### src/mmr_ram.sv
// ----------------------------------------------------------------------------
// mmr_ram
// Generic single-write, single-read RAM with registered read data.
// ----------------------------------------------------------------------------
module mmr_ram #(
	parameter int WIDTH = 16,
	parameter int DEPTH = 256,
	localparam int AW = (DEPTH > 1) ? $clog2(DEPTH) : 1
) (
	input  logic             clk,
	input  logic             we,
	input  logic [AW-1:0]    waddr,
	input  logic [WIDTH-1:0] wdata,
	input  logic [AW-1:0]    raddr,
	output logic [WIDTH-1:0] rdata_q
);

	logic [WIDTH-1:0] mem_q [DEPTH];

	always_ff @(posedge clk) begin
		if (we) begin
			mem_q[waddr] <= wdata;
		end
		rdata_q <= mem_q[raddr];
	end

endmodule

### config.mk
export PLATFORM = sky130hd
export DESIGN_NAME = mmr_ram
export DESIGN_NICKNAME = d
export VERILOG_FILES = /design/src/mmr_ram.sv
export SDC_FILE = /design/constraint.sdc
export NUM_CORES = 2
export LEC_CHECK = 0
export BUFFER_PORTS_ARGS = -buffer_cell sky130_fd_sc_hd__buf_2
export CAP_MARGIN = 10
export CELL_PAD_IN_SITES_DETAIL_PLACEMENT = 2
export CELL_PAD_IN_SITES_GLOBAL_PLACEMENT = 2
export CORE_ASPECT_RATIO = 0.5
export CORE_UTILIZATION = 49
export DETAILED_ROUTE_END_ITERATION = 10
export PLACE_DENSITY_LB_ADDON = 0.2
export SLEW_MARGIN = 20
export SYNTH_ARGS = -nofsm -noshare
export SYNTH_HDL_FRONTEND = slang
export SYNTH_SLANG_ARGS = --single-unit
### constraint.sdc
create_clock -name clk -period 5.5 [get_ports clk]
set_clock_uncertainty 0.15 [all_clocks]
set_input_delay 1.1 -clock clk [delete_from_list [all_inputs] [get_ports clk]]
set_output_delay 1.1 -clock clk [all_outputs]
set_load 0.01 [all_outputs]
==> results of run 1 <==
metrics by stage:
stage	hold WS (ps)	cells	setup slack, ps	area, sq um
after floorplan	703.8	7360	2085	158700
after global placement	908.9	11821	475.9	167100
synthesized netlist by cell type (2+ instances only):
master     count
buf_12         5
nand3_1       35
nand4b_1       3
a21oi_1      175
a22o_1        32
mux2_2        88
nor4_1        17
nor2b_1        9
edfxtp_1    4096
a221oi_1      28
mux2i_1      565
buf_6         77
o31ai_1       16
and4_1         2
a22oi_1       43
o221ai_1     252
buf_2         76
nor3_1        92
a21o_1         2
and3_1        11
mux4_2       797
nand4_1       26
inv_1          3
nand2b_1       3
buf_8         11
buf_4         26
dfxtp_1       16
a211oi_1      18
o32ai_1       20
o21ai_0       37
a31oi_1        6
a2111oi_0      6
buf_1         27
nor2_1       304
nor4bb_1       2
o22ai_1      148
or2_2          4
clkbuf_1     230
or3_1          2
nand2_1       38
cells by family after synthesis:
logic type | count (synthesis) | share of synthesized area [%]
and+or+nand+nor | 556 | 1.574
DFF | 4112 | 77.70
muxes | 1450 | 15.50
buffers and inverters | 456 | 1.693
AOI/OAI and AO/OA | 786 | 3.537
==> impl_metrics.toml, run 1 <==
[logic_synthesis]
ys_types = 52
ys.flop_type = "edfxtp_1"
ys_ff_latch = 4112
async_flop_share_pct = 0
avgSynthCellArea_sq_um = 21.56
yosys-top-cells-area = "edfxtp_1 77%, mux4_2 11%, mux2i_1 3.6%"
synth_edf_count = 4096
syn_area_sq_um = 158700
syn_nets = 7394
synth_top_area_cell = "edfxtp_1"
ys_seq_area_share_pct = 77.70
synthDominantCellAreaShare_pct = 77.50
synth_cells = 7360
synth_warnings = 0

[placed_design]
dpl.hpwl_um = 359800
routabilityCongestion = 0.8743
io_buffers = 49

[floorplanning]
start_util_pct = 49.37
num_io_pins = 50
row_count = 147
die_y_um = 404.4
die_w_um = 806.9

[status]
status = "aborted with a tool error"
stop_error = "[ERROR DPL-0033] detailed placement checks failed during check placement."
lastStage = "detailed placement"
==> inputs of run 2 (changes only) <==
CELL_PAD_IN_SITES_DETAIL_PLACEMENT = unset   (was 2)
CELL_PAD_IN_SITES_GLOBAL_PLACEMENT = unset   (was 2)
CORE_ASPECT_RATIO = unset   (was 0.5)
CORE_UTILIZATION = 34   (was 49)
PLACE_DENSITY_LB_ADDON = 0.15   (was 0.2)
==> run 2 against run 1 <==
Net effect: the run now ends clean; area after synthesis unchanged; synthesized cell count unchanged.
==> impl_metrics.toml, run 2 <==
[critical_path]
end_kind = "register"
crit_required_ps = 6240
cp_slowest_cell = "o31ai_1"
path_cells = "buf_12, buf_12, buf_4, buf_4, mux2i_1, o221ai_1, a21oi_1, o31ai_1, o32ai_1, buf_4, nor4_1"
path_max_fanout = 35
path_class = "in2reg"
crit_family = "buffers and inverters"
cp_num_buf_inv = 5
cp-start-kind = "primary input"
critical_path_arrival_ps = 4810
crit_path_max_incr_delay_ps = 820
cpMostUsedCell = "buf_4"

[sta]
drv_slew = 0
worst_pin_slew_ps = 1282
finalCritPeriodShare_pct = 74.03
fin_crit_ps = 4072
rsz0062_at_grt = "false"
setup_tns_ps = 0
fmax_mhz = 245.6
hold_viol = 0
max-slew-margin-rel_pct = 13.86
setup_violations = 0

[clock_network]
cts-root-buf = "clkbuf_16"
cts_made_buffers = 432
cts_hold_buffers = 0
clock_latency_ps = 1020
cts_buffer_depth = 4
clk_pin_slew_ps = 60
cts_tree = "yes"
clock-sinks = 4112
cts_resized = 0
htree_levels = 5
post_cts_buffers = 0

[cells_and_area]
drive_above_1_share_pct = 27.46
biggestRegsByFlops = "mem_q (4096), rdata_q (16)"
largest_register_ffs = 4096
fin_nets = 7996
final_cell_mix = "4096 x edfxtp_1, 797 x mux4_2, 565 x mux2i_1, 514 x buf_4, 440 x clkbuf_16"
regMostFlops = "mem_q"
final_core_util_pct = 39.58
areaGrowthSynthToFinish_pct = 15.75
mostFrequentLayoutCell = "edfxtp_1"
fin_area_sq_um = 183700
fillCellCount = 41400

[grt]
grt_usage_pct = 19.85
antenna_found_initial = 27
grt_pass1_wl_um = 656800
grt_max_degree = 161
grt_pass1_vias = 79552
grt_overflow = 0

[logic_synthesis]
avgSynthCellArea_sq_um = 21.56
syn_nets = 7394
async_flop_share_pct = 0
ys_ff_latch = 4112
synth_common_cells = "4096 x edfxtp_1, 797 x mux4_2, 565 x mux2i_1"
synth_warnings = 0
ys_types = 52
ys_seq_area_share_pct = 77.70
synth_top_area_cell = "edfxtp_1"
synthDominantCellAreaShare_pct = 77.50
yosysMostFrequentCell = "edfxtp_1"
ys.flop_type = "edfxtp_1"
synth_edf_count = 4096
syn_area_sq_um = 158700
yosys-top-cells-area = "edfxtp_1 77%, mux4_2 11%, mux2i_1 3.6%"
synth_cells = 7360

[placed_design]
io_buffers = 49
place_area_sq_um = 169800
dpl.hpwl_um = 288300
routabilityCongestion = 0.8411

[detailed_routing]
route.vias.total = 78790
drc = 0
wl_per_cell_um = 32.66
vias_per_cell = 5.427
drt_iter0_drc = 8119
drt-pass1-iter-count = 8
routed_wl_um = 474100
ant_nets = 0

[power]
irDropWorstVdd_mv = 0.2769
p_per_area_nw_per_um2 = 363.7
p_leak_nw = 57.78

[floorplanning]
die_area_sq_um = 469500
row_count = 250
num_io_pins = 50
die_y_um = 685.2
core-area_sq_um = 464200
die_w_um = 685.2
start_util_pct = 34.19

[status]
status = "finished clean"

[run]
maxCapViolations = 0

[worst_hold_path]
worst_hold_path_type = "in2reg"
-- run 2: cell counts after synthesis --
Identical to the previous run, type by type.
-- run 2: layout make-up --
| cell class | count | area, sq um | share of cell area [%] |
|---|---|---|---|
| flip-flops and latches | 4112 | 123300 | 67.12 |
| clock buffers | 542 | 11480 | 6.251 |
| repair buffers | 620 | 5460 | 2.972 |
| well taps | 6174 | 7725 | 4.205 |
| diodes | 17 | 42.54 | 0.02316 |
| multi-input cells | 2792 | 33290 | 18.12 |
| clock inverters | 256 | 2372 | 1.291 |
| inverters | 4 | 27.53 | 0.01498 |
-- run 2: kinds of logic after synthesis --
logic type | Yosys count | synth area share [%]
mux | 1450 | 15.50
compound gates | 786 | 3.537
simple gates | 556 | 1.574
buf+inv | 456 | 1.693
flops | 4112 | 77.70
-- run 2: where the power goes --
group	internal (mW)	switching (mW)	leakage, nW
clock network	16.5	12.3	6.78
registers	34.6	0.0716	36.9
logic	1.14	2.30	14.1
-- run 2: worst paths after layout --
path,start,to,slack (ps),depth (start not counted)
max reg2reg,mem_q[128][13],rdata_q[13],2370,7
max,raddr[0],rdata_q[5],1430,11
min,wdata[14],mem_q[77][14],430,1
min reg2reg,mem_q[71][7],rdata_q[7],1020,5
-- run 2: routing by layer --
layer	share of wire (%)	track usage (%)
met1	43	27.91
met2	48	32.47
met3	6.0	2.965
met4	2.6	4.947
met5	0.015	0
-- run 2: stage by stage --
| stage | setup slack [ps] | total power, mW | cells | hold slack, ps |
|---|---|---|---|---|
| 6_report | 1428 | 66.82 | 14517 | 428.6 |
| 5_1_grt | 1270 | 68.74 | 14502 | 380.9 |
| 4_1_cts | 1465 | 67.52 | 14500 | 355.6 |
| 3_5_place_dp | 396.6 | 38.79 | 13702 | 1005 |
| 3_3_place_gp | 169.5 | 38.75 | 13702 | 999.5 |
| 2_1_floorplan | 2085 | 36.95 | 7360 | 703.8 |
(Power assumes the default switching activity.)
