<file path="src/mmr_pkg.sv">
// ----------------------------------------------------------------------------
// mmr_pkg
// Shared types, widths and codes for the row-streaming matrix multiply core.
// ----------------------------------------------------------------------------
package mmr_pkg;

	localparam int MAX_INNER_DEF = 256;
	localparam int MAX_COLS_DEF  = 16;

	localparam int ROW_W   = 8;
	localparam int COL_W   = 4;
	localparam int ELEM_W  = 16;
	localparam int PROD_W  = 32;
	localparam int SUM_W   = 40;

	localparam int INNER_LEN_W = 9;
	localparam int OUT_COLS_W  = 5;
	localparam int CFG_IDX_W   = 1;
	localparam int CFG_DATA_W  = 9;

	localparam logic [INNER_LEN_W-1:0] INNER_LEN_RST = 9'd256;
	localparam logic [OUT_COLS_W-1:0]  OUT_COLS_RST  = 5'd16;

	typedef enum logic {
		CMD_LOAD = 1'b0,
		CMD_FEED = 1'b1
	} cmd_t;

	typedef enum logic [CFG_IDX_W-1:0] {
		REG_INNER_LEN = 1'b0,
		REG_OUT_COLS  = 1'b1
	} reg_idx_t;

	typedef struct packed {
		logic feed;
		logic last;
	} mmr_ctrl_t;

endpackage

</file>
<file path="src/mmr_if.sv">


interface mmr_out_if;
	logic                             valid;
	logic                             ready;
	logic [mmr_pkg::COL_W-1:0]        out_col;
	logic signed [mmr_pkg::SUM_W-1:0] dot_sum;
	logic                             row_last;

	modport source (output valid, out_col, dot_sum, row_last, input ready);
	modport sink (input valid, out_col, dot_sum, row_last, output ready);
endinterface


</file>
<file path="src/mmr_emit.sv">
// ----------------------------------------------------------------------------
// mmr_emit
// Holds a finished row of sums and sends them out one column per transfer.
// ----------------------------------------------------------------------------
module mmr_emit #(
	parameter int MAX_COLS = mmr_pkg::MAX_COLS_DEF,
	parameter int CW = 5,
	localparam int XW = (MAX_COLS > 1) ? $clog2(MAX_COLS) : 1
) (
	input  logic                                      clk,
	input  logic                                      arst_n,
	input  logic                                      capture,
	input  logic [MAX_COLS-1:0][mmr_pkg::SUM_W-1:0]   sums,
	input  logic [CW-1:0]                             eff_nc,
	output logic                                      busy,
	mmr_out_if.source                                 dout
);

	logic [MAX_COLS-1:0][mmr_pkg::SUM_W-1:0] bank_q;
	logic                                    busy_q;
	logic [XW-1:0]                           idx_q;
	logic                                    at_last;
	logic                                    xfer;

	assign at_last = (CW'(idx_q) == (eff_nc - CW'(1)));
	assign xfer    = busy_q && dout.ready;

	always_ff @(posedge clk) begin
		if (capture) begin
			bank_q <= sums;
		end
	end

	always_ff @(posedge clk or negedge arst_n) begin
		if (!arst_n) begin
			busy_q <= 1'b0;
			idx_q  <= '0;
		end else if (capture) begin
			busy_q <= 1'b1;
			idx_q  <= '0;
		end else if (xfer) begin
			if (at_last) begin
				busy_q <= 1'b0;
				idx_q  <= '0;
			end else begin
				idx_q <= idx_q + XW'(1);
			end
		end
	end

	assign busy          = busy_q;
	assign dout.valid    = busy_q;
	assign dout.out_col  = mmr_pkg::COL_W'(idx_q);
	assign dout.dot_sum  = bank_q[idx_q];
	assign dout.row_last = at_last;

	a_last_ends_burst: assert property (@(posedge clk) disable iff (!arst_n)
		dout.valid && dout.ready && dout.row_last |=> !dout.valid)
		else $error("result burst continues after final column");

	a_col_steps: assert property (@(posedge clk) disable iff (!arst_n)
		dout.valid && dout.ready && !dout.row_last |=>
			dout.valid && (dout.out_col == $past(dout.out_col) + mmr_pkg::COL_W'(1)))
		else $error("result column did not advance by one");

	a_no_capture_busy: assert property (@(posedge clk) disable iff (!arst_n)
		capture |-> !busy_q)
		else $error("row sums captured while previous row still draining");

endmodule
</file>
<file path="src/flat_wrapper.sv">
// flat-port wrapper written by rule: the top's interface ports become plain ports
module mmr_emit_flat 
#(
	parameter int MAX_COLS = mmr_pkg::MAX_COLS_DEF,
	parameter int CW = 5,
	localparam int XW = (MAX_COLS > 1) ? $clog2(MAX_COLS) : 1
)
  (clk, arst_n, capture, sums, eff_nc, busy, dout_valid, dout_out_col, dout_dot_sum, dout_row_last, dout_ready);
  mmr_out_if dout_i ();
  input  logic clk;
  input  logic arst_n;
  input  logic capture;
  input  logic [MAX_COLS-1:0][mmr_pkg::SUM_W-1:0] sums;
  input  logic [CW-1:0] eff_nc;
  output logic busy;
  output wire logic [$bits(dout_i.valid)-1:0] dout_valid;
  output wire logic [$bits(dout_i.out_col)-1:0] dout_out_col;
  output wire logic [$bits(dout_i.dot_sum)-1:0] dout_dot_sum;
  output wire logic [$bits(dout_i.row_last)-1:0] dout_row_last;
  input wire logic [$bits(dout_i.ready)-1:0] dout_ready;
  assign dout_valid = dout_i.valid;
  assign dout_out_col = dout_i.out_col;
  assign dout_dot_sum = dout_i.dot_sum;
  assign dout_row_last = dout_i.row_last;
  assign dout_i.ready = dout_ready;
  mmr_emit #(.MAX_COLS(MAX_COLS), .CW(CW)) u_core (.clk(clk), .arst_n(arst_n), .capture(capture), .sums(sums), .eff_nc(eff_nc), .busy(busy), .dout(dout_i));
endmodule
</file>
<file path="config.mk">
export PLATFORM = sky130hd
export DESIGN_NAME = mmr_emit_flat
export DESIGN_NICKNAME = d
export VERILOG_FILES = /design/src/mmr_pkg.sv /design/src/mmr_if.sv /design/src/mmr_emit.sv /design/src/flat_wrapper.sv
export SDC_FILE = /design/constraint.sdc
export NUM_CORES = 1
export LEC_CHECK = 0
export ABC_AREA = 1
export BUFFER_PORTS_ARGS = -buffer_cell sky130_fd_sc_hd__buf_2
export CAP_MARGIN = 20
export CORE_UTILIZATION = 35
export CTS_BUF_LIST = sky130_fd_sc_hd__clkbuf_16
export DETAILED_ROUTE_END_ITERATION = 7
export PLACE_DENSITY_LB_ADDON = 0.2
export SYNTH_ARGS = -nofsm -noshare
export SYNTH_HDL_FRONTEND = slang
export SYNTH_SLANG_ARGS = --single-unit
</file>
<file path="constraint.sdc">
create_clock -name clk -period 4.8 [get_ports clk]
set_input_delay 0.72 -clock clk [delete_from_list [all_inputs] [get_ports clk]]
set_output_delay 0.72 -clock clk [all_outputs]
set_load 0.02 [all_outputs]
</file>
==> impl_metrics.toml <==
[floorplan]
core-area_mm2 = 0.0717
boundaryPins = 696
die_h_um = 272
die_area_mm2 = 0.0739
fp.dieW_um = 272
rows = 98
start_util = 0.356

[timing]
finalCriticalPeriod_ns = 4.02
final-hold-violation-count = 0
tightest_slew_ns = 0.976
max-slew-margin-rel = 0.350
finClkSkew_ns = 0.00509
tns_ns = 0
max_freq_mhz = 249
setup_violations = 0
slew_violations = 0
rsz0062_at_grt = "no"
finalCritPeriodShare = 0.838

[synth]
synth_top_area_share = 0.754
syn_nets = 2571
synthArstFlopShare = 0.00775
synth_commonest_cells = "edfxtp_1, nor2_1, o21ai_0"
synthesis.area_mm2 = 0.0255
synthTopCellsByArea = "edfxtp_1, nor2_1, o21ai_0, o211ai_1, o21ai_1"
yosysTopAreaCell = "edfxtp_1"
ys_types = 26
yosys_most_used_dff = "edfxtp_1"
syn-instance-count = 1920
yosys_register_bits = 645
ys_seq_area_frac = 0.759
synthMostInstantiatedCell = "edfxtp_1"
yosys_warnings = 0
synth-edff-count = 640
synth_area_per_cell_um2 = 13.3

[clock_tree]
clkLatencyLatePin_ns = 0.61
cts_tree = "built"
root_buffer = "clkbuf_16"
cts_made_buffers = 75
path_clk_slew_ns = 0.06
cts.sinks = 645
ctsHtreeMaxLevel = 3
clockBufferDepth = 3

[setup_path]
r2r_slack_ns = 2.58
worstPathArrival_ns = 3.30
cp_max_fo = 161
crit_chain = "clkinv_8, buf_4, buf_4, nor2_1, nor2_1, o21ai_0, o211ai_1, nand3_1, nand2_1, buf_2"
critPathRequiredTime_ns = 4.08
crit_type = "reg2out"
cp_top_family = "buffers and inverters"
start_kind = "flip-flop"
crit_buf_inv = 4
max_stage_delay_ns = 0.54
crit_slowest_cell = "clkinv_8"
end_kind = "output pin"

[grt]
grt.total_usage = 0.229
grt_pass1_vias = 18625
grt-ovfl-total = 0
antenna_found_initial = 44
grt_max_degree = 164
grt_pass1_wl_um = 123000

[pwr]
p_leak_nw = 12.2
irDropWorstVdd_mv = 0.319
power_mw = 14.8
powerDensity_mw_per_mm2 = 457

[detailed_routing]
drc = 0
first_pass_iters = 5
via_per_inst = 5.11
wl_um = 87100
drtIter0Drc = 1619
routedWlPerCell_um = 24.0
ant_nets = 0
dr_total_vias = 18539

[finish]
syn2layout_area_growth_pct = 26.9
drive_gt1_frac = 0.319
finalNetCount = 3247
final_area_mm2 = 0.0324
final_util = 0.451

[run]
cap_violations = 0

[min_path]
hold_path.class = "in2reg"

[run_status]
status = "completed"

[placed_design]
post_dp_cell_area_mm2 = 0.0299
io_buffers = 695
dp_hpwl_um = 61300
place_congestion = 0.914
[layout make-up]
cell class	instances	area, µm²
well taps	950	1190
multi-input cells	1128	5420
flip-flops and latches	645	19400
inverters	13	61.3
diodes	25	62.6
clock buffers	78	1950
clock inverters	58	420
fillers	6661	39400
repair buffers	733	3890
[power by group]
part	total [mW]	switching, mW	internal, mW
Clock	5.52	2.30	3.21
Sequential	6.89	0.196	6.70
Combinational	2.37	1.58	0.793
Total	14.8	4.08	10.7
[final timing paths]
check / startpoint / to / cells past startpoint
max: u_core.dout.out_col[0] / dout_dot_sum[4] / 10
min: sums[437] / u_core.bank_q[437] / 1
max reg2reg: u_core.dout.out_col[3] / u_core.busy / 12
min reg2reg: u_core.busy / u_core.busy / 2
max in group asynchronous: arst_n / u_core.dout.out_col[0] / 2
min in group asynchronous: arst_n / u_core.dout.out_col[1] / 2
[per-layer routing]
layer,track usage,up-vias,share of wire
met4,0.0821,42,0.033
li1,-,8463,-
met3,0.0640,182,0.080
met2,0.400,739,0.51
met5,0,-,0.0029
met1,0.267,9113,0.37
[state kept, by name, indices dropped and copies added, names as in the netlist]
signal and count:
u_core.bank_q 640, u_core.dout.out_col 4, u_core.busy 1
[cell families (layout without fill, tap and decap cells)]
| logic type | Yosys count | in the layout | share of synthesized area |
|---|---|---|---|
| buf+inv | 147 | 882 | 0.0288 |
| other cells | 0 | 25 | 0 |
| xor+xnor | 3 | 3 | 0.00103 |
| simple gates | 594 | 594 | 0.0903 |
| flops | 645 | 645 | 0.759 |
| compound gates | 529 | 529 | 0.120 |
| fa+ha+maj | 2 | 2 | 0.000981 |
[placed cells by master (no fill, tap or decap), types with 2 or more instances in the layout]
master / instances
nand3_1: 38
bufinv_16: 5
nand2_1: 67
clkinv_8: 4
o211ai_2: 4
clkinv_4: 2
a21oi_1: 3
buf_2: 694
nor2_1: 478
buf_4: 28
inv_1: 23
o21ai_1: 85
o211ai_1: 156
nand4_1: 3
o21ai_0: 281
clkbuf_16: 78
xor2_1: 2
ha_1: 2
dfrtp_4: 4
buf_12: 9
nor2_2: 7
clkinv_2: 8
clkinv_1: 25
inv_6: 2
diode_2: 25
edfxtp_1: 640
[stage by stage]
stage	hold WS, ns	worst slack [ns]	cells
floorplan	0.424	2.47	1920
finish	0.279	0.777	3630
detailed placement	0.550	1.23	3468
CTS	0.229	0.545	3605
global route	0.235	0.532	3618
global placement	0.543	1.29	3468
[timing repair]
| action | in CTS | in global routing |
|---|---|---|
| buffers inserted | 0 | 0 |
| hold buffers | 1 | 0 |
| endpoints found under the hold margin | 5 | 0 |
| resized for setup | 0 | 0 |
Power figures use the tool's default switching activity.
