File: src/mmr_pkg.sv
// ----------------------------------------------------------------------------
// mmr_pkg
// Shared types, widths and codes for the row-streaming matrix multiply core.
// ----------------------------------------------------------------------------
package mmr_pkg;

	localparam int MAX_INNER_DEF = 256;
	localparam int MAX_COLS_DEF  = 16;

	localparam int ROW_W   = 8;
	localparam int COL_W   = 4;
	localparam int ELEM_W  = 16;
	localparam int PROD_W  = 32;
	localparam int SUM_W   = 40;

	localparam int INNER_LEN_W = 9;
	localparam int OUT_COLS_W  = 5;
	localparam int CFG_IDX_W   = 1;
	localparam int CFG_DATA_W  = 9;

	localparam logic [INNER_LEN_W-1:0] INNER_LEN_RST = 9'd256;
	localparam logic [OUT_COLS_W-1:0]  OUT_COLS_RST  = 5'd16;

	typedef enum logic {
		CMD_LOAD = 1'b0,
		CMD_FEED = 1'b1
	} cmd_t;

	typedef enum logic [CFG_IDX_W-1:0] {
		REG_INNER_LEN = 1'b0,
		REG_OUT_COLS  = 1'b1
	} reg_idx_t;

	typedef struct packed {
		logic feed;
		logic last;
	} mmr_ctrl_t;

endpackage

File: src/mmr_mac_lane.sv
// ----------------------------------------------------------------------------
// mmr_mac_lane
// One column: registered product, then accumulate or hand off the row sum.
// ----------------------------------------------------------------------------
module mmr_mac_lane (
	input  logic                              clk,
	input  logic                              arst_n,
	input  logic signed [mmr_pkg::ELEM_W-1:0] value_s1,
	input  logic signed [mmr_pkg::ELEM_W-1:0] weight_s1,
	input  mmr_pkg::mmr_ctrl_t                ctrl_s2,
	input  logic                              col_en,
	output logic [mmr_pkg::SUM_W-1:0]         row_sum
);

	logic signed [mmr_pkg::PROD_W-1:0] prod_s2;
	logic [mmr_pkg::SUM_W-1:0]         acc_q;
	logic [mmr_pkg::SUM_W-1:0]         prod_ext;

	always_ff @(posedge clk) begin
		prod_s2 <= value_s1 * weight_s1;
	end

	assign prod_ext = {{(mmr_pkg::SUM_W - mmr_pkg::PROD_W){prod_s2[mmr_pkg::PROD_W-1]}}, prod_s2};
	assign row_sum  = acc_q + prod_ext;

	always_ff @(posedge clk or negedge arst_n) begin
		if (!arst_n) begin
			acc_q <= '0;
		end else if (ctrl_s2.feed && col_en) begin
			if (ctrl_s2.last) begin
				acc_q <= '0;
			end else begin
				acc_q <= row_sum;
			end
		end
	end

endmodule

File: config.mk
export PLATFORM = sky130hd
export DESIGN_NAME = mmr_mac_lane
export DESIGN_NICKNAME = d
export VERILOG_FILES = /design/src/mmr_pkg.sv /design/src/mmr_mac_lane.sv
export SDC_FILE = /design/constraint.sdc
export NUM_CORES = 1
export LEC_CHECK = 0
export BUFFER_PORTS_ARGS = -buffer_cell sky130_fd_sc_hd__clkbuf_2
export CELL_PAD_IN_SITES_DETAIL_PLACEMENT = 1
export CELL_PAD_IN_SITES_GLOBAL_PLACEMENT = 1
export CORE_UTILIZATION = 45
export CTS_CLUSTER_SIZE = 24
export DETAILED_ROUTE_END_ITERATION = 7
export PLACE_DENSITY = 0.86
export SETUP_SLACK_MARGIN = 0.05
export SLEW_MARGIN = 0
export SYNTH_ARGS = -nofsm -noshare
export SYNTH_HDL_FRONTEND = slang
export SYNTH_SLANG_ARGS = --single-unit
File: constraint.sdc
create_clock -name clk -period 4.1 [get_ports clk]
set_input_delay 0.205 -clock clk [delete_from_list [all_inputs] [get_ports clk]]
set_output_delay 0.205 -clock clk [all_outputs]
set_load 0.005 [all_outputs]
==> results of run 1 <==
[state kept, by name, indices dropped and copies added, names as in the netlist]
name,cells
acc_q,40
prod_s2,32
[cell type report]
| cell class | count | area (um^2) | share of cell area |
|---|---|---|---|
| clock buffers | 13 | 292.8 | 0.01647 |
| well taps | 396 | 495.5 | 0.02787 |
| clock inverters | 3 | 18.77 | 0.001056 |
| multi-input cells | 1101 | 11920 | 0.6705 |
| inverters | 295 | 1107 | 0.06228 |
| diodes | 1 | 2.502 | 0.0001408 |
| repair buffers | 282 | 2300 | 0.1294 |
| flip-flops and latches | 72 | 1642 | 0.09234 |
[cell families after synthesis]
group	after synthesis	synth area share
adder cells (fa/ha/maj)	384	0.4809
AND/OR/NAND/NOR	404	0.1418
flip-flops	72	0.1165
buffers and inverters	345	0.09418
XOR/XNOR	72	0.04474
AO/OA/AOI/OAI	241	0.1219
[cells in the final DEF, fill, tap and decap left out, types with 30 or more instances in the layout]
cell type,instances
xnor2_1,43
a21oi_1,38
nand2_1,152
buf_6,44
buf_4,159
nor2_1,34
a21o_1,30
dfrtp_1,40
ha_1,103
a22o_1,32
fa_1,239
and2_1,112
inv_2,34
dfxtp_1,32
clkbuf_2,54
inv_1,261
[through the flow]
| stage | util | area (um^2) | hold WS (ns) | setup TNS [ns] | cells |
|---|---|---|---|---|---|
| floorplan | - | 14340 | -0.09059 | -18.13 | 1518 |
| finish | 0.5797 | 17780 | 0.08938 | -28.45 | 2163 |
| global placement | 0.5302 | 16260 | 0.4654 | -28.65 | 2112 |
| global route | 0.5796 | 17780 | 0.1628 | -32.00 | 2162 |
| CTS | 0.5703 | 17490 | 0.1136 | -22.77 | 2152 |
| detailed placement | 0.5302 | 16260 | 0.4808 | -34.04 | 2112 |
[worst paths after layout]
kind	from	depth (start not counted)	to	slack, ns
worst max-delay path	value_s1[11]	21	prod_s2[31]$_DFF_P_	-1.81
worst min-delay path	arst_n	1	acc_q[14]$_DFFE_PN0P_	0.09
worst max register to register	acc_q[6]$_DFFE_PN0P_	10	acc_q[39]$_DFFE_PN0P_	0.49
worst min register to register	acc_q[25]$_DFFE_PN0P_	2	acc_q[25]$_DFFE_PN0P_	0.51
max in group asynchronous	arst_n	1	acc_q[18]$_DFFE_PN0P_	3.28
min in group clk	ctrl_s2[0]	2	acc_q[34]$_DFFE_PN0P_	0.29
[routing by layer]
metal,share of wire,GRT usage
met1,0.32,0.3436
met2,0.52,0.6562
met3,0.066,0.05958
met4,0.094,0.2620
met5,0,0
[what timing repair did]
item	in CTS	in global routing
buffers inserted	38	21
endpoints found under the setup margin	24	27
resized for setup	196	67
pin swaps	90	79
==> results.ini, run 1 <==
[synthesis]
synth.distinct_cells=68
synth_ff_type=dfrtp_1
syn_area_um2=14100
synth-seq-cells=72
ys_warn_count=0
syn-num-nets=1939
synth_top_area_share=0.3735
synthArstFlopShare=0.5556
synth.area.top_cells=fa_1, ha_1, inv_1
synth_edf_count=0
avgSynthCellArea_um2=9.286
seq_area_frac_synth=0.1165
yosysTopAreaCell=fa_1
yosysMostFrequentCell=inv_1
netlist_top_cells_count=inv_1, fa_1, nand2_1
synth_cells=1518

[cts]
hold_buffers=0
cts.clk_slew.worst_paths_ns=0.07
cts-root-buf=clkbuf_16
clock_path_buffers=2
cts_sinks=72
cts_buffers=9
worstSkewPairLatency_ns=0.35
htree_levels=3
tritoncts=yes

[sta]
finalCriticalPeriod_ns=5.906
skew_ns=0.007312
fmax_ghz=0.1693
layout_setup_ws_ns=-1.806
fin_crit_sh=1.440
rsz0062_at_grt=true
worst_slew_pin_slew_ns=1.187
slew_viol_final=0
setup_viol=24
relSlewSlack=0.2089
hold_viol=0

[floorplanning]
floorplan.rows=64
initial_core_util=0.4596
die_x_um=179.0
core_um2=30670
dieArea_um2=32040
num_io_pins=77
die_y_um=179.0

[placement]
routabilityCongestion=0.8922
hpwl_um=38540
io_buffers=76
place_worst_setup_slack_ns=-2.137

[routing]
drtAntennaViolNets=0
drt_iter0_drc=854
vias_per_cell=6.106
vias=13210
first_pass_iters=5
wire_per_inst_um=27.44
drcViolationCount=0
totalWireLength_um=59360

[setup_path]
crit_path_end_kind=flip-flop
crit_top_cell=fa_1
worstPathRequired_ns=4.37
critPathMaxFanout=6
critPathKind=primary input to flip-flop
critPathTopFamily=adder cells
critPathArrivalTime_ns=6.18
cp_slowest_cell=fa_1
crit_path_start_kind=primary input
path_cells=buf_2 > buf_6 > nand2_1 > fa_1 > fa_1 > fa_1 > inv_2 > fa_1 > fa_1 > inv_2 > fa_2 > inv_2 > ha_4 > a21o_1 > a2111oi_4 > o311ai_4 > o211ai_1 > a31oi_2 > or2_4 > a31oi_4 > xnor2_1
path_buf_inv=5
cpPeakStageDelay_ns=0.58

[grt]
grt_max_degree=50
grt.overflow.total=0
grt_pass1_vias=15200
grt_pass1_wl_um=83630
antenna_found_initial=1
grt_usage=0.3509

[outcome]
violations=negative setup slack
status=finished with violations

[final_layout]
fillers=3399
final_nets=2182
area_growth_pct=26.12
drive_above_1_share=0.2695

[hold_path]
min_path_type=primary input to asynchronous set/reset pin

[job]
cap_violations=0

Power of run 1 is not shown: default switching activity piles up to over one toggle a cycle in this logic, so the estimate is an artifact.
==> inputs of run 2 (changes only) <==
- REMOVE_ABC_BUFFERS: unset -> 1
==> run 2 against run 1 <==
Against the previous run: the run still ends with negative setup slack left; sequential cell count unchanged; worst setup slack got worse by 0.22 ns; cell area decreased by 0.40%; fmax decreased by 3.7%; first-iteration DRC count increased by 6.0%; largest cell class unchanged.
==> results.ini, run 2 (same netlist as run 1, synthesis figures left out) <==
[final_layout]
final_cell_mix=inv_1, fa_1, nand2_1, buf_4, and2_1  ; was inv_1, fa_1, buf_4, nand2_1, and2_1
drive_above_1_share=0.2578  ; was 0.2695
largest_reg_flops=40  ; unchanged
top_regs=acc_q x40, prod_s2 x32  ; unchanged
final_nets=2181  ; was 2182
fillers=3409  ; was 3399
diodes=0  ; was 1
top_register=acc_q  ; unchanged
ff_latch_area_um2=1642  ; unchanged
area_growth_pct=25.62  ; was 26.12%
final_common_cell=inv_1  ; unchanged
multiInputGateArea_um2=11860  ; was 11920 um^2
final_area_um2=17710  ; was 17780 um^2

[routing]
totalWireLength_um=57480  ; was 59360 um
drtAntennaViolNets=0  ; unchanged
wire_per_inst_um=26.60  ; was 27.44 um
drcViolationCount=0  ; unchanged
vias=12840  ; was 13210
first_pass_iters=5  ; unchanged
vias_per_cell=5.943  ; was 6.106
drt_iter0_drc=905  ; was 854

[setup_path]
crit_path_end_kind=flip-flop  ; unchanged
crit_path_start_kind=primary input  ; unchanged
crit_top_cell=fa_1  ; unchanged
critPathMaxFanout=6  ; unchanged
critPathKind=primary input to flip-flop  ; unchanged
critPathArrivalTime_ns=6.39  ; was 6.18 ns
cp_slowest_cell=fa_1  ; unchanged
path_buf_inv=9  ; was 5
critPathTopFamily=adder cells  ; unchanged
cpPeakStageDelay_ns=0.65  ; was 0.58 ns
worstPathRequired_ns=4.35  ; was 4.37 ns

[floorplanning]
die_x_um=179.0  ; unchanged
floorplan.rows=64  ; unchanged
num_io_pins=77  ; unchanged
initial_core_util=0.4596  ; unchanged
core_um2=30670  ; unchanged
dieArea_um2=32040  ; unchanged
die_y_um=179.0  ; unchanged

[grt]
grt_max_degree=50  ; unchanged
grt_usage=0.3262  ; was 0.3509
grt.overflow.total=0  ; unchanged
grt_pass1_vias=14380  ; was 15200
antenna_found_initial=0  ; was 1
grt_pass1_wl_um=78960  ; was 83630 um

[cts]
cts_buffers=9  ; unchanged
cts.clk_slew.worst_paths_ns=0.07  ; about the same
cts-root-buf=clkbuf_16  ; unchanged
worstSkewPairLatency_ns=0.35  ; about the same
clock_path_buffers=2  ; unchanged
tritoncts=yes  ; unchanged
htree_levels=3  ; unchanged
cts_sinks=72  ; unchanged
hold_buffers=0  ; unchanged

[placement]
io_buffers=76  ; unchanged
hpwl_um=37040  ; was 38540 um
place_worst_setup_slack_ns=-2.429  ; was -2.137 ns
routabilityCongestion=0.9060  ; was 0.8922
post_dp_cell_area_um2=16030  ; was 16260 um^2

[outcome]
violations=negative setup slack  ; unchanged
status=finished with violations  ; unchanged

[sta]
slew_viol_final=0  ; unchanged
fmax_ghz=0.1631  ; was 0.1693 GHz
fin_crit_sh=1.495  ; was 1.440
setup_viol=23  ; was 24
relSlewSlack=0.2759  ; was 0.2089
layout_setup_ws_ns=-2.030  ; was -1.806 ns
skew_ns=0.01441  ; was 0.007312 ns
hold_viol=0  ; unchanged
finalCriticalPeriod_ns=6.130  ; was 5.906 ns
rsz0062_at_grt=true  ; unchanged
worst_slew_pin_slew_ns=1.086  ; was 1.187 ns

[job]
cap_violations=0  ; unchanged

[hold_path]
min_path_type=primary input to asynchronous set/reset pin  ; unchanged

## run 2: changes by cell type in the layout (fill, tap and decap cells not counted), moves of 7 or more
| cell | previous run | this run |
|---|---|---|
| inv_2 | 34 | 22 |
| inv_1 | 261 | 272 |
| buf_4 | 159 | 149 |
| buf_8 | 3 | 13 |
| clkbuf_4 | 9 | 1 |
| buf_6 | 44 | 51 |
## run 2: cell type report
type	count	area share
Tap cell	396	0.02798
Timing Repair Buffer	281	0.1304
Sequential cell	72	0.09271
Multi-Input combinational cell	1101	0.6697
Clock inverter	7	0.003886
Clock buffer	9	0.01272
Inverter	295	0.06268
## run 2: through the flow
stage | hold WS, ns | setup TNS (ns) | std cells | util
after global routing | 0.1262 | -36.88 | 2161 | 0.5774
after floorplan | -0.09059 | -19.70 | 1468 | -
final | 0.04626 | -33.93 | 2161 | 0.5774
after CTS | 0.1052 | -22.19 | 2141 | 0.5567
after detailed placement | 0.4622 | -35.55 | 2108 | 0.5227
after global placement | 0.4410 | -30.99 | 2108 | 0.5227
## run 2: what timing repair did
action,4_1_cts,5_1_grt
pin swaps,70,83
gates resized for setup,135,147
setup endpoints to repair,23,25
buffers inserted,19,28
## run 2: layer usage
metal / wire [um] / track usage / share of wire / up-vias
met4: 4459 / 0.1709 / 0.078 / 0
li1: - / - / - / 5273
met3: 3484 / 0.04686 / 0.061 / 330
met5: 0 / 0 / 0 / -
met2: 29400 / 0.6055 / 0.51 / 720
met1: 20140 / 0.3569 / 0.35 / 6519
## run 2: worst paths after layout
check,start,slack (ns),to,cells past startpoint
max,value_s1[3],-2.03,prod_s2[29]$_DFF_P_,26
min,arst_n,0.05,acc_q[18]$_DFFE_PN0P_,1
max reg2reg,acc_q[14]$_DFFE_PN0P_,0.65,acc_q[39]$_DFFE_PN0P_,10
min reg2reg,acc_q[38]$_DFFE_PN0P_,0.49,acc_q[38]$_DFFE_PN0P_,2
max in group asynchronous,arst_n,3.37,acc_q[27]$_DFFE_PN0P_,1
min in group clk,ctrl_s2[0],0.34,acc_q[34]$_DFFE_PN0P_,2
## run 2: worst register-to-register path, cell delays in order (launching register included)
cell and delay (ns):
dfrtp_1 0.41, ha_1 0.40, nand2_1 0.24, o21ai_0 0.18, a311oi_1 0.51, nand2_1 0.15
o31ai_2 0.38, a21oi_2 0.21, a311oi_1 0.35, xor2_1 0.14, o41ai_1 0.35
Power of run 2 is left out for the same reason.
